===== src/hdl/cdt_pkg.sv =====
package cdt_pkg;

    // field widths
    localparam int DIR_W       = 16;
    localparam int TILE_DIM_W  = 9;
    localparam int FACE_W      = 3;
    localparam int COL_W       = 8;
    localparam int ROW_W       = 8;
    localparam int IDX_W       = 19;

    // stream payload widths, padded to whole bytes
    localparam int S_TDATA_W = 48;
    localparam int M_TDATA_W = 40;

    // edge length register
    localparam int TILE_DIM_RESET = 64;
    localparam int TILE_DIM_MIN   = 4;

    typedef logic [FACE_W-1:0] t_face;

    // face codes
    localparam t_face FACE_POS_X = 3'd0;
    localparam t_face FACE_NEG_X = 3'd1;
    localparam t_face FACE_POS_Y = 3'd2;
    localparam t_face FACE_NEG_Y = 3'd3;
    localparam t_face FACE_POS_Z = 3'd4;
    localparam t_face FACE_NEG_Z = 3'd5;

endpackage


===== src/hdl/cubemap_direction_to_texel.sv =====
// Cube map face selection: turns a direction vector into a face and a texel.
// Input stream (s side): one transaction carries dir_x, dir_y, dir_z as signed
// 16-bit values of any scale. Output stream (m side): one transaction per input
// with face, texel column, texel row and linear texel index.
// Configuration channel: one write-only register, tile_dim (9 bits), always
// ready; write it only while no item is in flight. Values below 4 act as 4 and
// values above MAX_TILE_DIM act as MAX_TILE_DIM.
// Throughput: one item per cycle, sustained, as long as the m side takes them.
// A result passes through the input, selection and numerator registers, then
// the pipelined restoring divider that yields one quotient bit per stage, then
// the clamp register and the output register.
// Reset (synchronous, active low) empties the pipeline and sets tile_dim to 64.
// When the m side stalls, the output register holds its result and bubbles in
// the pipeline still close up, so the s side keeps accepting until every stage
// is full; then s-side ready drops and nothing is lost or repeated.
module cubemap_direction_to_texel #(
    parameter int MAX_TILE_DIM = 256
) (
    input  logic                           i_clk,
    input  logic                           i_rst_n,
    // configuration write channel
    input  logic                           i_cfg_valid,
    output logic                           o_cfg_ready,
    input  logic [cdt_pkg::TILE_DIM_W-1:0]  i_cfg_data,
    // input stream
    input  logic                           i_s_tvalid,
    output logic                           o_s_tready,
    // dir_x [15:0], dir_y [31:16], dir_z [47:32]
    input  logic [cdt_pkg::S_TDATA_W-1:0]   i_s_tdata,
    // output stream
    output logic                           o_m_tvalid,
    input  logic                           i_m_tready,
    // face [2:0], texel_col [10:3], texel_row [18:11], texel_index [37:19], zero pad
    output logic [cdt_pkg::M_TDATA_W-1:0]   o_m_tdata
);

    import cdt_pkg::*;

    localparam int N_W        = $clog2(MAX_TILE_DIM + 1);
    localparam int QUO_W      = N_W;
    localparam int MAG_W      = DIR_W + 1;
    localparam int NUM_W      = MAG_W + N_W;
    localparam int DEN_W      = MAG_W + 1;
    localparam int BASE_W     = FACE_W + N_W;
    localparam int IDX_FULL_W = FACE_W + 2 * N_W;
    localparam int CLAMP_W    = ((N_W > TILE_DIM_W) ? N_W : TILE_DIM_W) + 1;
    localparam int RESET_N    = (TILE_DIM_RESET > MAX_TILE_DIM) ? MAX_TILE_DIM
                                                                : TILE_DIM_RESET;
    // stage map
    localparam int ST_IN      = 0;
    localparam int ST_SEL     = 1;
    localparam int ST_NUM     = 2;
    localparam int ST_DIV0    = 3;
    localparam int ST_CLAMP   = ST_DIV0 + QUO_W;
    localparam int ST_OUT     = ST_CLAMP + 1;
    localparam int NUM_STAGES = ST_OUT + 1;

    typedef struct packed {
        t_face             face;
        logic              zero;
        logic [BASE_W-1:0] fn;
    } t_side;

    // ------------------------------------------------------------------
    // configuration register and clamped edge length
    logic [TILE_DIM_W-1:0]  r_tile_dim;
    logic [N_W-1:0]         r_n;
    logic [N_W-1:0]         n_n;

    always_comb begin
        if (CLAMP_W'(r_tile_dim) < CLAMP_W'(TILE_DIM_MIN)) begin
            n_n = N_W'(TILE_DIM_MIN);
        end else if (CLAMP_W'(r_tile_dim) > CLAMP_W'(MAX_TILE_DIM)) begin
            n_n = N_W'(MAX_TILE_DIM);
        end else begin
            n_n = N_W'(r_tile_dim);
        end
    end

    always_ff @(posedge i_clk) begin
        if (!i_rst_n) begin
            r_tile_dim <= TILE_DIM_W'(TILE_DIM_RESET);
            r_n        <= N_W'(RESET_N);
        end else begin
            if (i_cfg_valid) begin
                r_tile_dim <= i_cfg_data;
            end
            r_n <= n_n;
        end
    end

    assign o_cfg_ready = 1'b1;

    // ------------------------------------------------------------------
    // per-stage valid bits and advance chain
    logic [NUM_STAGES-1:0] r_valid;
    logic [NUM_STAGES-1:0] n_valid;
    logic [NUM_STAGES-1:0] w_adv;

    assign w_adv[NUM_STAGES-1] = !r_valid[NUM_STAGES-1] || i_m_tready;
    for (genvar k = 0; k < NUM_STAGES - 1; k++) begin : g_adv
        assign w_adv[k] = !r_valid[k] || w_adv[k+1];
    end

    assign n_valid = {r_valid[NUM_STAGES-2:0], i_s_tvalid};

    always_ff @(posedge i_clk) begin
        if (!i_rst_n) begin
            r_valid <= '0;
        end else begin
            for (int k = 0; k < NUM_STAGES; k++) begin
                if (w_adv[k]) begin
                    r_valid[k] <= n_valid[k];
                end
            end
        end
    end

    assign o_s_tready = w_adv[ST_IN];
    assign o_m_tvalid = r_valid[ST_OUT];

    // ------------------------------------------------------------------
    // input register
    logic signed [DIR_W-1:0] r_x;
    logic signed [DIR_W-1:0] r_y;
    logic signed [DIR_W-1:0] r_z;

    always_ff @(posedge i_clk) begin
        if (w_adv[ST_IN]) begin
            r_x <= i_s_tdata[DIR_W-1:0];
            r_y <= i_s_tdata[2*DIR_W-1:DIR_W];
            r_z <= i_s_tdata[3*DIR_W-1:2*DIR_W];
        end
    end

    // ------------------------------------------------------------------
    // major axis, face and face coordinates
    logic signed [MAG_W-1:0] w_xe, w_ye, w_ze;
    logic [MAG_W-1:0]        w_ax, w_ay, w_az;
    logic                    w_xpos, w_ypos, w_zpos;
    t_face                   n_face;
    logic [MAG_W-1:0]        n_m;
    logic signed [MAG_W-1:0] n_s, n_t;

    assign w_xe   = MAG_W'(r_x);
    assign w_ye   = MAG_W'(r_y);
    assign w_ze   = MAG_W'(r_z);
    assign w_ax   = w_xe[MAG_W-1] ? -w_xe : w_xe;
    assign w_ay   = w_ye[MAG_W-1] ? -w_ye : w_ye;
    assign w_az   = w_ze[MAG_W-1] ? -w_ze : w_ze;
    assign w_xpos = !r_x[DIR_W-1] && (r_x != '0);
    assign w_ypos = !r_y[DIR_W-1] && (r_y != '0);
    assign w_zpos = !r_z[DIR_W-1] && (r_z != '0);

    // ties go to y, then z, then x
    always_comb begin
        if (w_ay >= w_ax && w_ay >= w_az) begin
            n_face = w_ypos ? FACE_POS_Y : FACE_NEG_Y;
            n_m    = w_ay;
            n_s    = w_xe;
            n_t    = w_ypos ? w_ze : -w_ze;
        end else if (w_az >= w_ax && w_az >= w_ay) begin
            n_face = w_zpos ? FACE_POS_Z : FACE_NEG_Z;
            n_m    = w_az;
            n_s    = w_zpos ? w_xe : -w_xe;
            n_t    = -w_ye;
        end else begin
            n_face = w_xpos ? FACE_POS_X : FACE_NEG_X;
            n_m    = w_ax;
            n_s    = w_xpos ? -w_ze : w_ze;
            n_t    = -w_ye;
        end
    end

    t_face                   r_sel_face;
    logic [MAG_W-1:0]        r_sel_m;
    logic signed [MAG_W-1:0] r_sel_s, r_sel_t;

    always_ff @(posedge i_clk) begin
        if (w_adv[ST_SEL]) begin
            r_sel_face <= n_face;
            r_sel_m    <= n_m;
            r_sel_s    <= n_s;
            r_sel_t    <= n_t;
        end
    end

    // ------------------------------------------------------------------
    // numerators (c + m) * n, divisor 2m, face offset face * n
    logic signed [MAG_W:0] w_sum_s, w_sum_t;
    logic [NUM_W-1:0]      r_num_c, r_num_r;
    logic [DEN_W-1:0]      r_den;
    t_side                 r_num_side;
    t_side                 n_num_side;

    assign w_sum_s = (MAG_W+1)'(r_sel_s) + $signed({1'b0, r_sel_m});
    assign w_sum_t = (MAG_W+1)'(r_sel_t) + $signed({1'b0, r_sel_m});

    always_comb begin
        n_num_side.face = r_sel_face;
        n_num_side.zero = (r_sel_m == '0);
        n_num_side.fn   = BASE_W'(r_sel_face) * BASE_W'(r_n);
    end

    always_ff @(posedge i_clk) begin
        if (w_adv[ST_NUM]) begin
            r_num_c    <= NUM_W'(w_sum_s[MAG_W-1:0]) * NUM_W'(r_n);
            r_num_r    <= NUM_W'(w_sum_t[MAG_W-1:0]) * NUM_W'(r_n);
            r_den      <= {r_sel_m, 1'b0};
            r_num_side <= n_num_side;
        end
    end

    // ------------------------------------------------------------------
    // column and row quotients, side data kept in step with the divider
    logic [QUO_W-1:0] w_quo_c, w_quo_r;
    t_side            r_div_side [QUO_W];

    cdt_div_pipe #(
        .NUM_W (NUM_W),
        .DEN_W (DEN_W),
        .QUO_W (QUO_W)
    ) u_div_col (
        .i_clk (i_clk),
        .i_en  (w_adv[ST_DIV0 +: QUO_W]),
        .i_num (r_num_c),
        .i_den (r_den),
        .o_quo (w_quo_c)
    );

    cdt_div_pipe #(
        .NUM_W (NUM_W),
        .DEN_W (DEN_W),
        .QUO_W (QUO_W)
    ) u_div_row (
        .i_clk (i_clk),
        .i_en  (w_adv[ST_DIV0 +: QUO_W]),
        .i_num (r_num_r),
        .i_den (r_den),
        .o_quo (w_quo_r)
    );

    for (genvar k = 0; k < QUO_W; k++) begin : g_side
        always_ff @(posedge i_clk) begin
            if (w_adv[ST_DIV0+k]) begin
                r_div_side[k] <= (k == 0) ? r_num_side : r_div_side[(k == 0) ? 0 : k-1];
            end
        end
    end

    // ------------------------------------------------------------------
    // clamp to n - 1, centre texel for the zero vector, row offset
    t_side             w_cl_side;
    logic [N_W-1:0]    w_nm1;
    logic [N_W-1:0]    n_col, n_row;
    logic [N_W-1:0]    r_cl_col, r_cl_row;
    t_face             r_cl_face;
    logic [BASE_W-1:0] r_cl_base;

    assign w_cl_side = r_div_side[QUO_W-1];
    assign w_nm1     = r_n - N_W'(1);

    always_comb begin
        if (w_cl_side.zero) begin
            n_col = r_n >> 1;
            n_row = r_n >> 1;
        end else begin
            n_col = (w_quo_c > w_nm1) ? w_nm1 : w_quo_c;
            n_row = (w_quo_r > w_nm1) ? w_nm1 : w_quo_r;
        end
    end

    always_ff @(posedge i_clk) begin
        if (w_adv[ST_CLAMP]) begin
            r_cl_col  <= n_col;
            r_cl_row  <= n_row;
            r_cl_face <= w_cl_side.face;
            r_cl_base <= w_cl_side.fn + BASE_W'(n_row);
        end
    end

    // ------------------------------------------------------------------
    // linear index and output register
    logic [IDX_FULL_W-1:0] w_idx;
    t_face                 r_o_face;
    logic [COL_W-1:0]      r_o_col;
    logic [ROW_W-1:0]      r_o_row;
    logic [IDX_W-1:0]      r_o_idx;

    assign w_idx = IDX_FULL_W'(r_cl_base) * IDX_FULL_W'(r_n) + IDX_FULL_W'(r_cl_col);

    always_ff @(posedge i_clk) begin
        if (w_adv[ST_OUT]) begin
            r_o_face <= r_cl_face;
            r_o_col  <= COL_W'(r_cl_col);
            r_o_row  <= ROW_W'(r_cl_row);
            r_o_idx  <= IDX_W'(w_idx);
        end
    end

    assign o_m_tdata = M_TDATA_W'({r_o_idx, r_o_row, r_o_col, r_o_face});

endmodule


===== src/hdl/cdt_div_pipe.sv =====
module cdt_div_pipe #(
    parameter int NUM_W = 26,
    parameter int DEN_W = 18,
    parameter int QUO_W = 9
) (
    input  logic             i_clk,
    input  logic [QUO_W-1:0] i_en,
    input  logic [NUM_W-1:0] i_num,
    input  logic [DEN_W-1:0] i_den,
    output logic [QUO_W-1:0] o_quo
);

    // remainder wide enough for the divisor shifted by every quotient bit
    localparam int REM_W = DEN_W + QUO_W;

    logic [REM_W-1:0] r_rem [QUO_W];
    logic [DEN_W-1:0] r_den [QUO_W];
    logic [QUO_W-1:0] r_quo [QUO_W];

    // one restoring step per stage, most significant quotient bit first
    for (genvar k = 0; k < QUO_W; k++) begin : g_step
        logic [REM_W-1:0] w_rem_in;
        logic [DEN_W-1:0] w_den_in;
        logic [QUO_W-1:0] w_quo_in;
        logic [REM_W-1:0] w_trial;
        logic [REM_W-1:0] n_rem;
        logic [QUO_W-1:0] n_quo;

        if (k == 0) begin : g_first
            assign w_rem_in = REM_W'(i_num);
            assign w_den_in = i_den;
            assign w_quo_in = '0;
        end else begin : g_next
            assign w_rem_in = r_rem[k-1];
            assign w_den_in = r_den[k-1];
            assign w_quo_in = r_quo[k-1];
        end

        assign w_trial = REM_W'(w_den_in) << (QUO_W - 1 - k);

        // subtract when the shifted divisor fits
        always_comb begin
            n_rem = w_rem_in;
            n_quo = w_quo_in;
            if (w_rem_in >= w_trial) begin
                n_rem = w_rem_in - w_trial;
                n_quo = w_quo_in | (QUO_W'(1) << (QUO_W - 1 - k));
            end
        end

        always_ff @(posedge i_clk) begin
            if (i_en[k]) begin
                r_rem[k] <= n_rem;
                r_den[k] <= w_den_in;
                r_quo[k] <= n_quo;
            end
        end
    end

    assign o_quo = r_quo[QUO_W-1];

endmodule


===== config.mk =====
export PLATFORM = sky130hd
export DESIGN_NAME = cubemap_direction_to_texel
export DESIGN_NICKNAME = d
export VERILOG_FILES = /design/src/hdl/cdt_pkg.sv /design/src/hdl/cubemap_direction_to_texel.sv /design/src/hdl/cdt_div_pipe.sv
export SDC_FILE = /design/constraint.sdc
export NUM_CORES = 2
export LEC_CHECK = 0
export BUFFER_PORTS_ARGS = -buffer_cell sky130_fd_sc_hd__buf_2
export CORE_ASPECT_RATIO = 0.5
export CORE_MARGIN = 5
export CORE_UTILIZATION = 25
export CTS_BUF_LIST = sky130_fd_sc_hd__clkbuf_8
export DETAILED_ROUTE_END_ITERATION = 6
export PLACE_DENSITY = 0.4
export SYNTH_ARGS = -nofsm -noshare
export SYNTH_HDL_FRONTEND = slang
export SYNTH_SLANG_ARGS = --single-unit

===== constraint.sdc =====
create_clock -name i_clk -period 10.6 [get_ports i_clk]
set_input_delay 0.53 -clock i_clk [delete_from_list [all_inputs] [get_ports i_clk]]
set_output_delay 0.53 -clock i_clk [all_outputs]
set_load 0.005 [all_outputs]

# --- After elaboration in Yosys (flattened, before gate mapping) ---
# Memory sizes are Yosys's and may differ from the RTL's.
# Cells that the tools add are included.
totals:
  register_bits: 289
  ram_bits: 1116
  inputBits: 62
  out_inout_bits: 43
  wordCells: 222
  memories: 7
memory_table:
  columns: ["memory", "depth", "word_bits", "rd", "rd_clocked_by_memory_dff", "write_ports", "line", "rtl"]
  rows:
  - ["u_div_col.r_rem", 9, 27, 8, 0, 9, "cdt_div_pipe.sv:16", "logic [REM_W-1:0] r_rem [QUO_W];"]
  - ["u_div_row.r_rem", 9, 27, 8, 0, 9, "cdt_div_pipe.sv:16", null]
  - ["u_div_col.r_den", 9, 18, 8, 0, 9, "cdt_div_pipe.sv:17", "logic [DEN_W-1:0] r_den [QUO_W];"]
  - ["u_div_row.r_den", 9, 18, 8, 0, 9, "cdt_div_pipe.sv:17", null]
  - ["r_div_side", 9, 16, 9, 0, 9, "cubemap_direction_to_texel.sv:217", "t_side r_div_side [QUO_W];"]
  - ["u_div_col.r_quo", 9, 9, 9, 0, 9, "cdt_div_pipe.sv:18", "logic [QUO_W-1:0] r_quo [QUO_W];"]
  - ["1 more memories", null, null, null, null, null, null, null]
op_classes:
  n_addsub: 26
  multipliers: 4
  order_cmp: 26
  muxes: 76
  bitwise: 1
  reduce_logical: 42
ops:
  columns: ["op", "n"]
  rows:
  - ["$mux 27", 18]
  - ["$mux 17", 11]
  - ["$ge 17x17->1", 4]
  - ["$ge 27x18->1", 2]
  - ["$ge 27x19->1", 2]
  - ["$ge 27x20->1", 2]
  - ["$ge 27x21->1", 2]
  - ["$ge 27x22->1", 2]
  - ["$ge 27x23->1", 2]
  - ["$ge 27x24->1", 2]
  - ["$ge 27x25->1", 2]
  - ["$mux 9", 6]
  - ["$sub 26x26->27", 2]
  - ["$sub 27x18->27", 2]
  - ["$sub 27x19->27", 2]
  - ["$sub 27x20->27", 2]
  - ["$sub 27x21->27", 2]
  - ["$sub 27x22->27", 2]
  - ["$sub 27x23->27", 2]
  - ["$sub 27x24->27", 2]
  - ["$sub 27x25->27", 2]
  - ["$ge 26x26->1", 2]
  - ["$mul 17x9->26", 2]
  - ["$neg 16->17", 3]
  - ["other kinds (25)", 95]

# --- Logic depth before layout (Yosys ltp) ---
depth:
  word_depth: 15
  ltp_mapped: 29
  depth_no_buf: 28

# --- Cells and area by module ---
# From an unflattened synthesis, not the netlist that was laid out.
unflattened:
  cells_unflattened: 7262
  hier_area_um2: 79876.6
modules_own_cells:
  columns: ["module", "n_inst", "cells_per_inst", "area_per_inst_um2"]
  rows:
  - ["cubemap_direction_to_texel", 1, 3203, 34227.8]
  - ["cdt_div_pipe (u_div_col)", 1, 2051, 22910.7]
  - ["cdt_div_pipe (u_div_row)", 1, 2008, 22738.1]

# --- Least setup slack after synthesis ---
# Ideal clock, no wire load.
synth_path:
  path_kind: "register to register"
  startpoint: "reg r_sel_m[0]"
  endpoint: "reg r_num_r[24], data pin"
  t_arrival_ns: 6.869
  t_required_ns: 10.338
  slack_ns: 3.469
  stages_incl_launch_ff: 29
  path_buffers: 1
  period_less_slack_ns: 7.131
  path_cell_list: "edfxtp_1 > ha_1 > inv_1 > fa_1 > nor2b_1 > o21a_1 > o21ai_0 > a21oi_1 > o311ai_1 > a211oi_1 > or2_2 > nor3_1 > nand2_1 > fa_1 > inv_1 > fa_1 > fa_1 > inv_1 > fa_1 > inv_1 > ha_1 > clkbuf_1 > and3_1 > a31oi_1 > a31oi_1 > and4_1 > a2111oi_0 > a21oi_1 > xor2_1"
synth_between:
  elab_chain_len: 2
synth_rtl:
  columns: ["element", "line", "rtl"]
  rows:
  - ["start, declared", "cubemap_direction_to_texel.sv:176", "logic [MAG_W-1:0] r_sel_m;"]
  - ["start signal, assigned", "cubemap_direction_to_texel.sv:182", "r_sel_m <= n_m;"]
  - ["$add 17x17->17", "cubemap_direction_to_texel.sv:197", "assign w_sum_t = (MAG_W+1)'(r_sel_t) + $signed({1'b0, r_sel_m});"]
  - ["$mul 17x9->26", "cubemap_direction_to_texel.sv:208", "r_num_r <= NUM_W'(w_sum_t[MAG_W-1:0]) * NUM_W'(r_n);"]
  - ["end signal, assigned", "cubemap_direction_to_texel.sv:208", null]
  - ["end, declared", "cubemap_direction_to_texel.sv:191", "logic [NUM_W-1:0] r_num_c, r_num_r;"]
# Every way passes these cells.
# A chain may end at the register's enable or synchronous reset.

# --- Worst setup path in the final report ---
# Ends and elaborated chain as after synthesis.

==> flow_summary.yaml <==
drt:
  drt-pass1-iter-count: 5
  drt-total-wl_um: 192000
  via_per_inst: 4.39
  drt_iter0_drc: 2213
  vias: 46500
  drt-wirelength-per-cell_um: 18.1
  final_antenna_net_count: 0
  drc: 0
global_routing:
  grt_pass1_wl_um: 295000
  grtUsageTotal: 0.128
  grt_pass1_vias: 48700
  grt-ovfl-total: 0
  grt_start_max_net_pins: 87
  antenna_found_initial: 4
placement:
  placedInstanceArea_um2: 76400
  place_inst: 10200
  pre_cts_slack_ps: 2140
  dp_hpwl_um: 150000
  gp_congestion: 0.817
  port_buffers: 101
timing:
  tightestPinTransition_ps: 1260
  fin_skew_ps: 81.3
  slew_headroom: 0.145
  finalCritPeriodShare: 0.794
  period_needed_ps: 8410
  rsz0062_at_grt: "false"
  hold_violations: 0
  timing.final.ws_setup_ps: 2190
  drv_slew: 0
  setup-tns-final_ps: 0
  max_freq_ghz: 0.119
  fin_hold_ws_ps: 133
  setup_violations: 0
floorplanning:
  dieArea_um2: 296000
  coreArea_um2: 283000
  rows: 138
  num_io_pins: 105
  die_y_um: 387
  die_x_um: 765
  start_util: 0.251
power:
  p_per_area_nw_per_um2: 338
  vdd_drop_max_mv: 0.153
  p_leak_nw: 33.8
  total_power_mw: 27.2
cells_and_area:
  final_cell_count_no_fill: 10600
  layout_common_cells: "edfxtp_1, inv_1, ha_1"
  drive_gt1_frac: 0.0819
  final_common_cell: "edfxtp_1"
  final_area_um2: 80400
  area_delta_synth_final_pct: 13.0
  final_core_util: 0.284
  nets: 7624
worst_hold_path:
  holdPathEnd: "r_tile_dim[1]$_SDFFE_PN0P_"
  worstHoldPathCells: 3
  min_from: "i_cfg_valid"
  holdCritPathClass: "in2reg"
synthesis:
  synth_enable_flop_cells: 1059
  ys_types: 89
  synth_flop_cell: "edfxtp_1"
  postSynthAreaPerCell_um2: 11.1
  synth-seq-cells: 1091
  synth_cells: 6407
  synth.top_cell.area_share: 0.447
  synth_area_um2: 71200
  synthArstFlopShare: 0
  yosys-top-cells-area: "edfxtp_1, ha_1, fa_1"
  synth_top_area_cell: "edfxtp_1"
  ys.warnings.count: 0
  yosysSeqAreaShare: 0.456
cts:
  cts_tree: "done"
  htree_levels: 4
  cts.sinks: 1091
  cts-root-buf: "clkbuf_8"
  post_cts_buffers: 0
  insertion_delay_ps: 900
  numCtsBuffers: 190
  clockBufferDepth: 4
  path_clk_slew_ps: 60
worst_setup_path:
  rrSetupSlack_ps: 2190
  r2r_cells: 27
  reg2reg_from: "r_sel_m[0]$_DFFE_PP_"
  critPathKind: "reg2reg"
  r2r-end: "r_num_r[24]$_DFFE_PP_"
  arrival_ps: 9000
  worstPathMaxFanout: 9
  cp.required_ps: 11180
  endpoint_kind: "flop"
  cp-start-kind: "flop"
run_status:
  status: "completed"
run:
  cap_violations: 0
kinds of logic (layout without fill, tap and decap cells):
| family | after synthesis | after routing | synth area share |
|---|---|---|---|
| adders and majority gates | 896 | 896 | 0.191 |
| buffers and inverters | 843 | 1239 | 0.0450 |
| DFF | 1091 | 1091 | 0.456 |
| and+or+nand+nor | 1781 | 1781 | 0.126 |
| AOI/OAI and AO/OA | 1227 | 1227 | 0.109 |
| muxes | 128 | 128 | 0.0192 |
| other | 2 | 4 | 0.000105 |
| xor gates and xnor gates | 439 | 439 | 0.0540 |
flip-flops by register name, indices dropped and copies added (netlist names), 17 cells and up:
name,cells
u_div_col.r_rem,216
u_div_row.r_rem,216
r_div_side,144
u_div_row.r_den,102
u_div_col.r_quo,45
u_div_row.r_quo,45
u_div_col.r_den,34
r_num_c,26
r_num_r,26
r_o_idx,19
r_den,17
r_sel_m,17
r_sel_s,17
r_sel_t,17
worst max-delay path, cell delays in order (launching register included):
cell and delay (ps):
edfxtp_1 460, ha_1 250, inv_1 70, fa_1 210, nor2b_1 60, o21a_1 180, o21ai_0 260, a21oi_1 150
o311ai_1 470, a211oi_1 190, or2_2 330, nor3_1 860, nand2_1 190, fa_1 570, inv_1 50, fa_1 480
fa_1 550, inv_1 50, fa_1 470, inv_1 40, ha_1 370, and3_1 220, a31oi_1 270, a31oi_1 170
and4_1 230, a2111oi_0 660, a21oi_1 180, xor2_1 170
repair_timing:
action | CTS | global route
gates resized for setup | 0 | 0
hold endpoints to repair | 61 | 0
hold buffers | 66 | 0
worst max-delay path by stage:
| stage | startpoint | to | slack, ps | cells past startpoint |
|---|---|---|---|---|
| floorplan | r_sel_m[0]$_DFFE_PP_ | r_num_r[24]$_DFFE_PP_ | 3470 | 28 |
| global placement | r_sel_m[0]$_DFFE_PP_ | r_num_r[24]$_DFFE_PP_ | 2140 | 27 |
| detailed placement | r_sel_m[0]$_DFFE_PP_ | r_num_r[24]$_DFFE_PP_ | 2140 | 27 |
| CTS | r_sel_m[0]$_DFFE_PP_ | r_num_r[24]$_DFFE_PP_ | 2110 | 27 |
| global route | r_sel_m[0]$_DFFE_PP_ | r_num_r[24]$_DFFE_PP_ | 1550 | 27 |
| finish | r_sel_m[0]$_DFFE_PP_ | r_num_r[24]$_DFFE_PP_ | 2190 | 27 |
where the power goes:
| part | switching (mW) | leakage (nW) | internal (mW) |
|---|---|---|---|
| Clock | 1.79 | 1.95 | 1.83 |
| Combinational | 8.81 | 20.1 | 6.38 |
| Sequential | 1.16 | 11.8 | 7.18 |
per-layer routing:
| layer | GRT usage | wire length [um] | vias to the layer above |
|---|---|---|---|
| li1 | - | - | 23200 |
| met3 | 0.0177 | 5530 | 290 |
| met1 | 0.167 | 89200 | 22400 |
| met5 | 0 | 8 | - |
| met4 | 0.0491 | 7720 | 2 |
| met2 | 0.215 | 89100 | 610 |
area by class of cell:
type | count | area, um^2
Fill cell | 29600 | 203000
Multi-Input combinational cell | 4474 | 35700
Sequential cell | 1091 | 32500
Tap cell | 3780 | 4730
Clock buffer | 193 | 2660
Inverter | 681 | 2570
Timing Repair Buffer | 228 | 1620
Clock inverter | 137 | 744
Antenna cell | 1 | 2.50
synth_stat cells, types with 70 or more instances:
master,number
edfxtp_1,1059
nand2b_1,80
a21oi_1,345
xor2_1,179
nor3_1,88
fa_1,314
and2_1,237
inv_1,677
nor2b_1,105
clkbuf_1,117
nand3_1,70
a21o_1,144
o21ai_0,304
xnor2_1,260
ha_1,582
mux2_2,71
nand2_1,564
nor2_1,306
Note: power is estimated with default switching activity, not from simulation.
